### config.mk
export PLATFORM = sky130hd
export DESIGN_NAME = masked_bit_lane_compactor
export DESIGN_NICKNAME = d
export VERILOG_FILES = /design/src/hdl/mblc_pkg.sv /design/src/hdl/mblc_extract.sv /design/src/hdl/mblc_out_queue.sv /design/src/hdl/masked_bit_lane_compactor.sv
export SDC_FILE = /design/constraint.sdc
export NUM_CORES = 1
export LEC_CHECK = 0
export ABC_CLOCK_PERIOD_IN_PS = 14300
export BUFFER_PORTS_ARGS = -buffer_cell sky130_fd_sc_hd__buf_2
export CORE_MARGIN = 2
export CORE_UTILIZATION = 41
export CTS_CLUSTER_DIAMETER = 50
export DETAILED_ROUTE_END_ITERATION = 8
export PLACE_DENSITY_LB_ADDON = 0.12
export SLEW_MARGIN = 30
export SYNTH_ARGS = -nofsm -noshare
export SYNTH_HDL_FRONTEND = slang
export SYNTH_SLANG_ARGS = --single-unit
### constraint.sdc
create_clock -name clk -period 14.3 [get_ports clk]
set_input_delay 4.29 -clock clk [delete_from_list [all_inputs] [get_ports clk]]
set_output_delay 4.29 -clock clk [all_outputs]
set_load 0.01 [all_outputs]
### src/hdl/mblc_pkg.sv
`timescale 1ns / 1ps
// ----------------------------------------------------------------------------
// mblc_pkg
// Shared widths, types and the digit extract function of the bit lane
// compactor.
// ----------------------------------------------------------------------------
package mblc_pkg;

  localparam int WORD_W        = 64;
  localparam int DIGIT_W       = 8;
  localparam int DIGIT_COUNT   = WORD_W / DIGIT_W;
  localparam int STEP_W        = $clog2(DIGIT_COUNT);
  localparam int FILL_W        = $clog2(WORD_W);
  localparam int KCNT_W        = $clog2(DIGIT_W + 1);
  localparam int LANES_W       = 13;
  localparam int MAX_WORDS_DEF = 64;

  typedef enum logic [1:0] {
    ST_IDLE,
    ST_RUN,
    ST_FINISH
  } mblc_state_t;

  typedef struct packed {
    logic load;
    logic step;
    logic full_clear;
    logic col_clear;
  } mblc_ctl_t;

  typedef struct packed {
    logic full;
    logic fill_zero;
  } mblc_sts_t;

  typedef struct packed {
    logic              valid;
    logic [WORD_W-1:0] word;
    logic              last;
  } mblc_entry_t;

  typedef struct packed {
    logic [DIGIT_W-1:0] bits;
    logic [KCNT_W-1:0]  count;
  } mblc_digit_t;

  // pext over one digit
  function automatic mblc_digit_t extract_digit(input logic [DIGIT_W-1:0] data,
                                                input logic [DIGIT_W-1:0] mask);
    mblc_digit_t res;
    res.bits  = '0;
    res.count = '0;
    for (int j = 0; j < DIGIT_W; j++) begin
      if (mask[j]) begin
        res.bits[res.count[KCNT_W-2:0]] = data[j];
        res.count = res.count + KCNT_W'(1);
      end
    end
    return res;
  endfunction

endpackage

### src/hdl/mblc_extract.sv
`timescale 1ns / 1ps
// ----------------------------------------------------------------------------
// mblc_extract
// Serial lane extraction: shifts the source word out one digit per cycle while
// step is set, packs the kept bits and appends them to the running output word.
// ----------------------------------------------------------------------------
module mblc_extract #(
  parameter int MAX_WORDS = mblc_pkg::MAX_WORDS_DEF
) (
  input  logic                          clk,
  input  logic                          rst,
  input  mblc_pkg::mblc_ctl_t           ctl,
  input  logic [mblc_pkg::WORD_W-1:0]   data_word,
  input  logic [mblc_pkg::WORD_W-1:0]   keep_word,
  input  logic [mblc_pkg::LANES_W-1:0]  live_lanes,
  output mblc_pkg::mblc_sts_t           sts,
  output logic [mblc_pkg::WORD_W-1:0]   full_word,
  output logic [mblc_pkg::WORD_W-1:0]   acc
);
  import mblc_pkg::*;

  localparam int IDX_W  = $clog2(MAX_WORDS + 1);
  localparam int BASE_W = IDX_W + FILL_W;
  localparam int CMP_W  = (BASE_W > LANES_W) ? BASE_W : LANES_W;

  logic [WORD_W-1:0]         data_sr;
  logic [WORD_W-1:0]         keep_sr;
  logic [LANES_W-1:0]        remaining;
  logic [IDX_W-1:0]          word_index;
  logic [FILL_W-1:0]         fill;
  logic                      full;

  logic                      index_ok;
  logic [CMP_W-1:0]          lane_base;
  logic [CMP_W-1:0]          lanes_ext;
  logic [CMP_W-1:0]          lanes_left;
  logic [DIGIT_W-1:0]        window;
  mblc_digit_t               digit;
  logic [WORD_W+DIGIT_W-1:0] shifted;
  logic [FILL_W:0]           total;

  assign index_ok = word_index < IDX_W'(MAX_WORDS);

  // live lanes from the start of this word on
  assign lane_base  = CMP_W'({word_index, {FILL_W{1'b0}}});
  assign lanes_ext  = CMP_W'(live_lanes);
  assign lanes_left = (lanes_ext > lane_base) ? lanes_ext - lane_base : '0;

  always_comb begin
    for (int j = 0; j < DIGIT_W; j++) begin
      window[j] = remaining > LANES_W'(j);
    end
  end

  assign digit   = extract_digit(data_sr[DIGIT_W-1:0], keep_sr[DIGIT_W-1:0] & window);
  assign shifted = {{WORD_W{1'b0}}, digit.bits} << fill;
  assign total   = {1'b0, fill} + (FILL_W+1)'(digit.count);

  always_ff @(posedge clk) begin
    if (rst) begin
      word_index <= '0;
      fill       <= '0;
      full       <= 1'b0;
      acc        <= '0;
      remaining  <= '0;
    end else begin
      if (ctl.load) begin
        data_sr   <= data_word;
        keep_sr   <= index_ok ? keep_word : '0;
        remaining <= lanes_left[LANES_W-1:0];
        if (index_ok) begin
          word_index <= word_index + IDX_W'(1);
        end
      end
      if (ctl.step) begin
        data_sr   <= data_sr >> DIGIT_W;
        keep_sr   <= keep_sr >> DIGIT_W;
        remaining <= (remaining >= LANES_W'(DIGIT_W)) ? remaining - LANES_W'(DIGIT_W) : '0;
        fill      <= total[FILL_W-1:0];
        if (total[FILL_W]) begin
          full_word <= acc | shifted[WORD_W-1:0];
          full      <= 1'b1;
          acc       <= {{(WORD_W-DIGIT_W){1'b0}}, shifted[WORD_W+DIGIT_W-1:WORD_W]};
        end else begin
          acc <= acc | shifted[WORD_W-1:0];
        end
      end
      if (ctl.full_clear) begin
        full <= 1'b0;
      end
      if (ctl.col_clear) begin
        acc        <= '0;
        fill       <= '0;
        word_index <= '0;
      end
    end
  end

  assign sts.full      = full;
  assign sts.fill_zero = (fill == '0);

endmodule

### src/hdl/mblc_out_queue.sv
`timescale 1ns / 1ps
// ----------------------------------------------------------------------------
// mblc_out_queue
// Two-entry result queue that takes up to two words per cycle and hands
// them out in order.
// ----------------------------------------------------------------------------
module mblc_out_queue (
  input  logic                         clk,
  input  logic                         rst,
  input  mblc_pkg::mblc_entry_t        push_a,
  input  mblc_pkg::mblc_entry_t        push_b,
  output logic [1:0]                   space,
  output logic                         out_valid,
  input  logic                         out_ready,
  output logic [mblc_pkg::WORD_W-1:0]  packed_word,
  output logic                         column_end
);
  import mblc_pkg::*;

  mblc_entry_t slot0, slot1;
  mblc_entry_t slot0_next, slot1_next;
  logic [1:0]  count, count_next;
  logic [1:0]  mid;

  always_comb begin
    slot0_next = slot0;
    slot1_next = slot1;
    mid        = count;
    if (count != 2'd0 && out_ready) begin
      slot0_next = slot1;
      mid        = count - 2'd1;
    end
    count_next = mid;
    if (push_a.valid) begin
      if (count_next == 2'd0) begin
        slot0_next = push_a;
      end else begin
        slot1_next = push_a;
      end
      count_next = count_next + 2'd1;
    end
    if (push_b.valid) begin
      if (count_next == 2'd0) begin
        slot0_next = push_b;
      end else begin
        slot1_next = push_b;
      end
      count_next = count_next + 2'd1;
    end
  end

  always_ff @(posedge clk) begin
    if (rst) begin
      count <= 2'd0;
    end else begin
      count <= count_next;
    end
    slot0 <= slot0_next;
    slot1 <= slot1_next;
  end

  assign space       = 2'd2 - count;
  assign out_valid   = count != 2'd0;
  assign packed_word = slot0.word;
  assign column_end  = slot0.last;

endmodule

### src/hdl/masked_bit_lane_compactor.sv
`timescale 1ns / 1ps
// ----------------------------------------------------------------------------
// masked_bit_lane_compactor
// Masked bit extraction and compaction of packed bit columns into 64-bit
// words, eight lanes per cycle while the extractor runs.
// ----------------------------------------------------------------------------
// a source word passes through load, the run steps and finish into the
// result queue; a new source word is taken only in idle, after the last
// has finished; the serial extractor takes one 8-lane digit a cycle
// finish waits while the two-entry result queue lacks room
// synchronous reset clears live_lanes, the column state and the queue
// ----------------------------------------------------------------------------
module masked_bit_lane_compactor #(
  parameter int MAX_WORDS = mblc_pkg::MAX_WORDS_DEF
) (
  input  logic                          clk,
  input  logic                          rst,
  input  logic                          cfg_valid,
  output logic                          cfg_ready,
  input  logic [mblc_pkg::LANES_W-1:0]  cfg_data,
  input  logic                          in_valid,
  output logic                          in_ready,
  input  logic [mblc_pkg::WORD_W-1:0]   data_word,
  input  logic [mblc_pkg::WORD_W-1:0]   keep_word,
  input  logic                          column_last,
  output logic                          out_valid,
  input  logic                          out_ready,
  output logic [mblc_pkg::WORD_W-1:0]   packed_word,
  output logic                          column_end
);
  import mblc_pkg::*;

  mblc_state_t       state, state_next;
  logic [STEP_W-1:0] step_cnt;
  logic [LANES_W-1:0] live_lanes;
  logic              last_q;

  mblc_ctl_t         ctl;
  mblc_sts_t         sts;
  logic [WORD_W-1:0] full_word;
  logic [WORD_W-1:0] acc;
  mblc_entry_t       push_a, push_b;
  mblc_entry_t       cand_a, cand_b;
  logic [1:0]        space;
  logic [1:0]        need;
  logic              finish_go;

  assign cfg_ready = 1'b1;

  always_ff @(posedge clk) begin
    if (rst) begin
      live_lanes <= '0;
    end else if (cfg_valid && cfg_ready) begin
      live_lanes <= cfg_data;
    end
  end

  // result words of the finishing source word
  always_comb begin
    cand_a = '0;
    cand_b = '0;
    if (sts.full) begin
      cand_a.valid = 1'b1;
      cand_a.word  = full_word;
      cand_a.last  = last_q && sts.fill_zero;
      cand_b.valid = last_q && !sts.fill_zero;
      cand_b.word  = acc;
      cand_b.last  = 1'b1;
    end else if (last_q) begin
      cand_a.valid = 1'b1;
      cand_a.word  = sts.fill_zero ? '0 : acc;
      cand_a.last  = 1'b1;
    end
  end

  assign need      = 2'(cand_a.valid) + 2'(cand_b.valid);
  assign finish_go = (state == ST_FINISH) && (need <= space);

  always_comb begin
    state_next = state;
    case (state)
      ST_IDLE: begin
        if (in_valid) begin
          state_next = ST_RUN;
        end
      end
      ST_RUN: begin
        if (step_cnt == STEP_W'(DIGIT_COUNT - 1)) begin
          state_next = ST_FINISH;
        end
      end
      ST_FINISH: begin
        if (finish_go) begin
          state_next = ST_IDLE;
        end
      end
      default: state_next = ST_IDLE;
    endcase
  end

  always_comb begin
    in_ready       = (state == ST_IDLE);
    ctl.load       = in_ready && in_valid;
    ctl.step       = (state == ST_RUN);
    ctl.full_clear = finish_go;
    ctl.col_clear  = finish_go && last_q;
    push_a         = cand_a;
    push_b         = cand_b;
    push_a.valid   = cand_a.valid && finish_go;
    push_b.valid   = cand_b.valid && finish_go;
  end

  always_ff @(posedge clk) begin
    if (rst) begin
      state    <= ST_IDLE;
      step_cnt <= '0;
      last_q   <= 1'b0;
    end else begin
      state <= state_next;
      if (ctl.load) begin
        last_q   <= column_last;
        step_cnt <= '0;
      end else if (ctl.step) begin
        step_cnt <= step_cnt + STEP_W'(1);
      end
    end
  end

  mblc_extract #(
    .MAX_WORDS (MAX_WORDS)
  ) u_extract (
    .clk        (clk),
    .rst        (rst),
    .ctl        (ctl),
    .data_word  (data_word),
    .keep_word  (keep_word),
    .live_lanes (live_lanes),
    .sts        (sts),
    .full_word  (full_word),
    .acc        (acc)
  );

  mblc_out_queue u_out_queue (
    .clk         (clk),
    .rst         (rst),
    .push_a      (push_a),
    .push_b      (push_b),
    .space       (space),
    .out_valid   (out_valid),
    .out_ready   (out_ready),
    .packed_word (packed_word),
    .column_end  (column_end)
  );

endmodule

## Word level (Yosys, flattened, before mapping)

Index checks and enable logic that the tools add are counted.

- Output and inout port bits: 68
- Bits in registers: 436
- Input port bits: 147
- Word-level logic and storage cells: 163

- Add/sub/neg operators: 17
- Reductions and logical operators: 30
- Shift-type cells: 1
- Eq/ne operators: 6
- Multiplexer cells: 59
- Bitwise logic cells: 3
- Magnitude comparators: 26

Operator list:

| kind | count |
|---|---|
| $mux 66 | 12 |
| $mux 64 | 5 |
| $mux 56 | 2 |
| $mux 12 | 7 |
| $shl 8x6->72 | 1 |
| $or 64x64->64 | 1 |
| $bwmux 8 | 7 |
| $gt 13x3->1 const B | 4 |
| $mux 13 | 4 |
| $add 4x1->4 const B | 7 |
| $lt 3x4->1 const B | 7 |
| $gt 13x1->1 const B | 2 |
| $gt 13x2->1 const B | 2 |
| $demux 1 s3 | 7 |
| $ge 3x1->1 const B | 7 |
| $logic_and 1x1->1 | 15 |
| $ge 13x4->1 const B | 1 |
| $gt 13x13->1 | 1 |
| $sub 13x13->13 | 1 |
| $sub 13x4->13 const B | 1 |
| $mux 2 | 6 |
| $and 8x8->8 | 1 |
| $add 6x4->7 | 1 |
| $add 7x1->7 const B | 1 |
| other kinds (23) | 39 |

## Logic depth before layout (Yosys ltp)

Gate-level depths: netlist of the first run.

- Depth in word-level cells: 48
- Depth in mapped cells: 35
- Mapped depth without buffers: 32

## Hierarchy

Synthesis of the first run repeated with hierarchy kept, for this count alone.

- Cell total of the unflattened synthesis: 2270
- Area, all modules: 23151.0 sq um

Modules (own cells, without submodules):

| module | cells each | area an instance (sq um) | sequential area each (sq um) | instances |
|---|---|---|---|---|
| mblc_extract | 1361 | 14836.7 | 7587.3 | 1 |
| mblc_out_queue | 671 | 6341.1 | 2642.5 | 1 |
| masked_bit_lane_compactor | 238 | 1973.1 | 380.4 | 1 |

## Worst setup path before layout of the first run

No wires, ideal clock.

- Kind: input to register
- From: input port in_valid
- To: register u_extract.data_sr[0] (enable)
- Path buffers: 1
- Stages on the path: 4
- Data required time: 13683 ps
- Path slack: 3551 ps
- Data arrival time: 10132 ps
- Setup time: 617 ps
- Cells stage by stage: and2_1 > clkbuf_1 > nor2_1 > nor2_1

- Longest elaborated chain between the ends: 3

Ends and longest elaborated chain:

| element | RTL line | text |
|---|---|---|
| start: declaration | masked_bit_lane_compactor.sv:21 | `input logic in_valid,` |
| $logic_and 1x1->1 | masked_bit_lane_compactor.sv:103 | `ctl.load = in_ready && in_valid;` |
| $reduce_bool 2->1 (no source line) | n/a |  |
| $reduce_and 2->1 (no source line) | n/a |  |
| end signal: assignment | mblc_extract.sv:68 | `data_sr <= data_word;` |
| end signal: assignment | mblc_extract.sv:76 | `data_sr <= data_sr >> DIGIT_W;` |
| end: declaration | mblc_extract.sv:26 | `logic [WORD_W-1:0] data_sr;` |

Every way passes these cells.
A chain may end at the register's enable or synchronous reset.

## Worst setup path in the final report of the first run

- From: register u_extract.remaining[4]
- To: register u_extract.acc[49] (netlist bit)

- Longest elaborated chain between the ends: 24
- Elaborated cells between the ends (all ways): 70
- Those cells by class: 8 x add/sub; 22 x order compare; 1 x shift; 30 x mux; 2 x bitwise; 7 x reduce/logical

Ends and longest elaborated chain:

| element | RTL line | text |
|---|---|---|
| start: declaration | mblc_extract.sv:28 | `logic [LANES_W-1:0] remaining;` |
| start signal: assignment | mblc_extract.sv:70 | `remaining <= lanes_left[LANES_W-1:0];` |
| start signal: assignment | mblc_extract.sv:78 | `remaining <= (remaining >= LANES_W'(DIGIT_W)) ? remaining - LANES_W'(DIGIT_W) : '0;` |
| $gt 13x1->1 | mblc_extract.sv:51 | `window[j] = remaining > LANES_W'(j);` |
| $and 8x8->8 (*) | mblc_extract.sv:55 | `assign digit = extract_digit(data_sr[DIGIT_W-1:0], keep_sr[DIGIT_W-1:0] & window);` |
| $mux 5 | mblc_pkg.sv:54 | `if (mask[j]) begin` |
| $add 4x1->4, or another cell as far along | mblc_pkg.sv:56 | `res.count = res.count + KCNT_W'(1);` |
| $mux 12 or $logic_and 1x1->1 (tied branches) | mblc_pkg.sv:54, mblc_pkg.sv:55 |  |
| $add 4x1->4, or another cell as far along | mblc_pkg.sv:56 |  |
| $mux 12, or another cell as far along | mblc_pkg.sv:54 |  |
| $add 4x1->4, or another cell as far along | mblc_pkg.sv:56 |  |
| (+8 left out) | n/a |  |
| $logic_and 1x1->1 (not written as such), or another cell as far along | mblc_pkg.sv:55 | `res.bits[res.count[KCNT_W-2:0]] = data[j];` |
| $mux 1 (not written as such) or $bwmux 8 (tied branches) | mblc_pkg.sv:55 |  |
| $demux 1 s3 or $mux 12 (tied branches) | n/a |  |
| $bwmux 8 | mblc_pkg.sv:55 |  |
| $mux 12 (*) | mblc_pkg.sv:54 |  |
| $shl 8x6->72 | mblc_extract.sv:56 | `assign shifted = {{WORD_W{1'b0}}, digit.bits} << fill;` |
| $or 64x64->64 | mblc_extract.sv:85 | `acc <= acc \| shifted[WORD_W-1:0];` |
| $mux 64 (*) | mblc_extract.sv:80 | `if (total[FILL_W]) begin` |
| end signal: assignment | mblc_extract.sv:83 | `acc <= {{(WORD_W-DIGIT_W){1'b0}}, shifted[WORD_W+DIGIT_W-1:WORD_W]};` |
| end signal: assignment | mblc_extract.sv:85 |  |
| end: declaration | mblc_extract.sv:18 | `output logic [mblc_pkg::WORD_W-1:0] acc` |

Every way passes the cells marked *; elsewhere a longest branch is shown, timed or not.

==> impl_results.md, run 1 <==
- # port buffers: 213
- Yosys cell types: roughly 100
- Detailed placement HPWL: between 40 and 50 mm
- Reg2Reg Depth: 28
- Reg2Reg Launch Point: u_extract.remaining[4]
- Int Power: 0.002987 W
- Initial Util: between 40 and 50%
- Drt wl/cell: 19.80 um
- CP most frequent cell: ha_1
- Crit share post-route: a little under 60%
- Yosys warns: 0
- Post-synth EDFFs: 192
- Fin. max-slew vios: 0
- Gr usage total: between 20% and 30%
- Critical path peak fanout: 58
- Row count: 86
- Number of global-route vias before repair: 19290
- Switching pwr: between 0.0015 and 0.002 W
- DR iter-0 viols: about 1600
- Worst-Skew Late Latency: slightly above 600 ps
- DRT antenna net count: 0
- Arrival time worst endpoint: approximately 9000 ps
- FF+latch count, synth: approximately 430
- Clock share of power: between 20% and 30%
- Area of the core: ~55000 um2
- Total CTS buffers: 56
- Post-CTS Hold Fix Bufs: 0
- Crit end category: flop
- Nets: 2895
- Leak: around 10 nW
- Critical-path top delay cell: fa_1
- Worst Setup SP: u_extract.remaining[4]
- DIE AREA: between 50000 and 60000 um2
- Worst-Margin Slew: ~1100 ps
- Max IR drop VDD: around 0.11 mV
- Synth-to-layout area growth: 14.86%
- Share of power burned in combinational logic: around 38%
- Final worst slack: about 6000 ps
- Worst Path Required: 14850 ps
- End of the critical path: u_extract.acc[49]
- CTS H-tree lvls: 2
- Post-Syn Instances: about 2600
- Buffer count from post-CTS setup fixing: 0
- Max_slew headroom: between 20 and 30%
- Die Width: around 240 um
- First-pass GRT wire length: 109.1 mm
- Crit path max-delay family: simple AND/OR/NAND/NOR gates
- Clock sinks: approximately 430
- Reg clk slew, reported paths: about 60 ps
- Cell Pwr Density: between 150 and 200 nW/um2
- Final Skew: ~36 ps
- Largest net degree at the start of global routing: between 150 and 200
- Setup violations, final: 0
- # DRC: 0
- Mapped Avg Cell Area: between 8 and 9 um2
- Ys flop type: dfxtp_1
- Critical path launch point type: flop
- Synth cell count leaders: 654 x nand2_1, 316 x o21ai_0, 242 x dfxtp_1
- WHS: 493.3 ps
- Post-route minimum period: 8473 ps
- Critical R2R Capture: u_extract.acc[49]
- RSZ-0062 raised after global routing: no
- Register share of total power: 32.4%
- Hold Path Class: flop to flop
- Fillers: 5445
- Clock Path Buffers: 3
- Synthesized cell area: about 23000 um2
- Die Y: 240.1 um
- GRT overflow: 0
- CTS tree: done
- Outcome: complete, no violations
- GPL Wtd Cong: about 0.9
- Async set-reset flop share out of synthesis: 0%
- Routed vias/inst: roughly 5.7
- Flop2flop setup slack: 5830 ps
- Worst slack, placed: ~6000 ps
- Switch share: a little under two fifths
- Share of layout cells above drive strength 1: between 10% and 20%
- F_max: between 100 and 150 MHz
- Slowest stage delay, CP: roughly 600 ps
- Syn_nets: 2788
- Seq/Total Area, Yosys: between 40% and 50%
- Detailed Route WL: between 60 and 70 mm
- Final Hold Viols: 0
- Max Cap Viol: 0
- Initial antenna violation count: 11
- Finished Core Util: ~48%
- Clk Tree Root Cell: clkbuf_16
- Cts repair resizes: 0
- IO Pins: 215
- Crit Path Category: flop to flop
- Cell count along the critical path: 28
- WP buf/inv: 4
- Most common cell in the netlist: nand2_1
- Setup TNS: 0 ps
- DR vias: between 15000 and 20000
- First-pass iteration count of the detailed router: 6
- Top post-synthesis cells by area: edfxtp_1 25%, dfxtp_1 21%, nand2_1 11%
- Dominant cell type by area after synthesis: edfxtp_1
- Synth top area share: between 20% and 30%
[cells in the final DEF (no fill, tap or decap), types with 6 or more instances in the layout]
| master | count |
|---|---|
| nand2_1 | 651 |
| o21ai_0 | 316 |
| dfxtp_1 | 241 |
| buf_2 | 213 |
| edfxtp_1 | 192 |
| nor2_1 | 128 |
| o211ai_1 | 91 |
| a21oi_1 | 78 |
| a22oi_1 | 71 |
| mux2_2 | 65 |
| clkbuf_16 | 57 |
| nand3_1 | 38 |
| nor3_1 | 37 |
| xnor2_1 | 33 |
| a21o_1 | 31 |
| ha_1 | 30 |
| inv_1 | 28 |
| a31oi_1 | 28 |
| o21bai_1 | 26 |
| buf_4 | 26 |
| a211oi_1 | 23 |
| and3_1 | 20 |
| and2_1 | 19 |
| mux2i_1 | 19 |
| clkbuf_1 | 17 |
| nand4_1 | 14 |
| nor4_1 | 13 |
| clkinv_1 | 12 |
| o31ai_1 | 12 |
| or3_1 | 12 |
| a221o_1 | 11 |
| o32ai_1 | 8 |
| nand2b_1 | 7 |
| o31a_1 | 7 |
| o22ai_1 | 7 |
| o211a_1 | 6 |
| bufinv_16 | 6 |
[power by group through the flow]
stage / clock network (W) / logic [W] / registers [W]
after CTS: 0.00145 / 0.00181 / 0.00156
after detailed placement: 0 / 0.00180 / 0.00159
after global placement: 0 / 0.00179 / 0.00158
after global routing: 0.00150 / 0.00199 / 0.00157
after floorplan: 0 / 0.00125 / 0.00160
final: 0.00142 / 0.00183 / 0.00156
[worst min path at each step]
stage,startpoint,to,slack [ps],depth (start not counted)
floorplan,u_extract.acc[51],u_extract.acc[51],450,2
global placement,u_extract.acc[9],u_extract.acc[9],490,2
detailed placement,u_extract.acc[51],u_extract.acc[51],490,2
CTS,u_extract.acc[19],u_extract.acc[19],500,2
global route,u_out_queue.slot1[0],u_out_queue.slot1[0],520,2
finish,u_extract.acc[19],u_extract.acc[19],490,2
[logic make-up after synthesis]
kind of cell / after synthesis / synth area share, %
simple gates: 988 / 18.57
compound gates: 793 / 22.59
flops: 434 / 46.44
buf+inv: 227 / 4.036
mux: 87 / 4.260
xor+xnor: 45 / 2.185
fa+ha+maj: 33 / 1.906
other cells: 1 / 0.01641
[worst min-delay path, cell delays in order, from the launching register on]
cell and delay, ps:
dfxtp_1 340, nand2_1 60, o21ai_1 50
[registers in the layout, summed over array words and instances (netlist names)]
register	cells
u_out_queue.slot1	65
u_extract.acc	64
u_extract.data_sr	64
u_extract.full_word	64
u_extract.keep_sr	64
u_out_queue.packed_word	64
live_lanes	13
u_extract.remaining	13
u_extract.word_index	7
u_extract.fill	6
step_cnt	3
state	2
u_out_queue.count	2
last_q	1
u_extract.full	1
u_out_queue.column_end	1
[cell type report]
cell class	count	area, um2	area share [%]
repair buffers	241	1292	4.925
clock inverters	28	334.1	1.273
inverters	35	133.9	0.5101
clock buffers	77	1531	5.836
diodes	3	7.507	0.02861
well taps	748	935.9	3.566
multi-input cells	1947	11390	43.42
flip-flops and latches	434	10610	40.44
[stage by stage]
step	total power, W	cell area, um2	instances
after floorplan	0.002842	22850	2608
after global placement	0.003371	24360	3405
after detailed placement	0.003389	24370	3405
after CTS	0.004821	26230	3510
after global routing	0.005066	26240	3512
final	0.004804	26240	3513
[metal layers]
layer  track usage [%]  share of wire (%)
met3             4.455                5.8
met4             9.543                3.8
met1             30.44                 43
met5                 0               0.17
met2             39.50                 48
Note: power is estimated with default switching activity, not from simulation.
==> run 2, diff against run 1 <==
--- a/config.mk
+++ b/config.mk
@@ -5,7 +5,7 @@
 export SDC_FILE = /design/constraint.sdc
 export NUM_CORES = 1
 export LEC_CHECK = 0
-export ABC_CLOCK_PERIOD_IN_PS = 14300
+export ABC_CLOCK_PERIOD_IN_PS = 8680
 export BUFFER_PORTS_ARGS = -buffer_cell sky130_fd_sc_hd__buf_2
 export CORE_MARGIN = 2
 export CORE_UTILIZATION = 41
==> constraint.sdc (replaced) <==
create_clock -name clk -period 8.68 [get_ports clk]
set_input_delay 2.604 -clock clk [delete_from_list [all_inputs] [get_ports clk]]
set_output_delay 2.604 -clock clk [all_outputs]
set_load 0.01 [all_outputs]
==> run 2 against run 1 <==
Via count grew 0.47%. Non-clock buffer count increased by 7. Wire length grew 0.31%. Sequential power up 64%. First-iteration DRC count decreased by 11%. Critical path type unchanged.
==> impl_results.md, run 2 (synthesized netlist as in run 1, its figures left out) <==
- Worst Path Required: approximately 9000 ps
- GRT overflow: 0
- Die Y: ~240 um
- Crit end category: flop
- IO Pins: 215
- Crit Path Category: flop to flop
- Max IR drop VDD: roughly 0.16 mV
- CP most frequent cell: ha_1
- Setup TNS: 0 ps
- Top reg by flops: u_out_queue.slot1
- Post-route minimum period: 8036 ps
- Initial Util: 41.47%
- Initial antenna violation count: 16
- Number of global-route vias before repair: between 15000 and 20000
- F_max: between 100 and 150 MHz
- Switch share: a little under two fifths
- Worst slack, placed: ~730 ps
- RSZ-0062 raised after global routing: no
- Detailed placement HPWL: about 48 mm
- Clock Path Buffers: 3
- Buffer count from post-CTS setup fixing: 0
- CTS H-tree lvls: 2
- Clk Tree Root Cell: clkbuf_16
- Fin. max-slew vios: 0
- First-pass GRT wire length: around 110 mm
- Area of the core: between 50000 and 60000 um2
- Worst-Skew Late Latency: about 610 ps
- Post-Place Cells: about 3400
- Switching pwr: 0.002947 W
- Final Hold Viols: 0
- DRT antenna net count: 0
- Outcome: complete, no violations
- Clock sinks: approximately 430
- Largest net degree at the start of global routing: 193
- Worst-Margin Slew: 1009 ps
- Share of layout cells above drive strength 1: around 16%
- WHS: between 500 and 600 ps
- Commonest non-fill, non-tap cell in the layout: nand2_1
- Drt wl/cell: between 15 and 20 um
- Leak: between 10 and 15 nW
- Register share of total power: between 30% and 40%
- Arrival time worst endpoint: around 8600 ps
- Cell Pwr Density: roughly 300 nW/um2
- Critical path peak fanout: 13
- # port buffers: 213
- Routed vias/inst: ~5.7
- Max FFs per register: 65
- # DRC: 0
- Row count: 86
- Gr usage total: a little under a quarter
- Slowest stage delay, CP: roughly 690 ps
- WP buf/inv: 3
- Final Skew: around 14 ps
- DR vias: ~20000
- Hold Path Class: flop to flop
- Critical path launch point type: flop
- DIE AREA: just under 60000 um2
- First-pass iteration count of the detailed router: 6
- Final Non-Filler Cells: between 3000 and 4000
- Nets: 2901
- Clock share of power: 29.2%
- Max Cap Viol: 0
- Setup violations, final: 0
- Detailed Route WL: 69.77 mm
- Die Width: roughly 240 um
- Share of power burned in combinational logic: a little under two fifths
- CTS tree: done
- Max_slew headroom: 32.51%
- Crit share post-route: between 90% and 100%
- Int Power: 0.004911 W
- Critical-path top delay cell: fa_1
- Crit path max-delay family: simple AND/OR/NAND/NOR gates
- Final worst slack: approximately 640 ps
- Reg clk slew, reported paths: approximately 60 ps
- DR iter-0 viols: 1409
- Synth-to-layout area growth: 15.20%
- Commonest non-fill, non-tap cells in the layout: 651 x nand2_1, 316 x o21ai_0, 241 x dfxtp_1
- GPL Wtd Cong: approximately 0.90
- Total CTS buffers: 54
run 2: cell count changes in the layout (fill, tap and decap cells not counted), moves of 2 or more:
cell / change
buf_12: +5
inv_6: -2
buf_4: +3
clkinv_1: -6
clkinvlp_4: -2
clkinv_2: +6
run 2: worst paths after layout:
check             cells after the start  slack (ps)                   start           endpoint
setup / recovery                     30         640  u_extract.remaining[3]  u_extract.acc[37]
setup reg to reg                     30         640  u_extract.remaining[3]  u_extract.acc[37]
hold reg to reg                       2         500       u_extract.acc[19]  u_extract.acc[19]
hold / removal                        2         500       u_extract.acc[19]  u_extract.acc[19]
run 2: area by class of cell:
class | count | area [um2]
fill | 5338 | 28770
sequential | 434 | 10610
multi-input combinational | 1948 | 11400
inverter | 35 | 133.9
clock inverter | 24 | 285.3
tap | 748 | 935.9
antenna | 3 | 7.507
clock buffer | 78 | 1545
timing repair buffer | 248 | 1404
run 2: power groups by stage:
stage               Clock [W]  Combinational, W  Sequential, W
finish                0.00229           0.00301        0.00256
floorplan                   0           0.00205        0.00262
detailed placement          0           0.00297        0.00261
CTS                   0.00234           0.00298        0.00256
global route          0.00243           0.00328        0.00259
global placement            0           0.00294        0.00260
run 2: what timing repair did:
item,CTS,global route
resized for setup,0,0
hold buffers,0,0
endpoints found under the setup margin,0,3
run 2: worst reg2reg max path, delay by kind of cell (launching register included):
family	cells	cell delay (ps)
xor gates and xnor gates	4	940
buffers and inverters	3	420
DFF	1	370
and+or+nand+nor	12	2680
adders and majority gates	5	1900
AOI/OAI and AO/OA	6	1690
run 2: layer usage:
metal / share of wire (%) / vias to the layer above / track usage [%]
met5: 0.26 / - / 0
met4: 3.6 / 28 / 9.204
met3: 6.0 / 157 / 4.661
met2: 47 / 638 / 39.52
met1: 43 / 9576 / 30.42
li1: - / 9679 / -
run 2: metrics by stage:
stage / cell area (um2) / total power, W / utilization, %
2_1_floorplan: 22850 / 0.004679 / -
3_3_place_gp: 24480 / 0.005537 / 44.43
3_5_place_dp: 24480 / 0.005573 / 44.43
4_1_cts: 26310 / 0.007885 / 47.75
5_1_grt: 26320 / 0.008290 / 47.77
6_report: 26320 / 0.007858 / 47.78
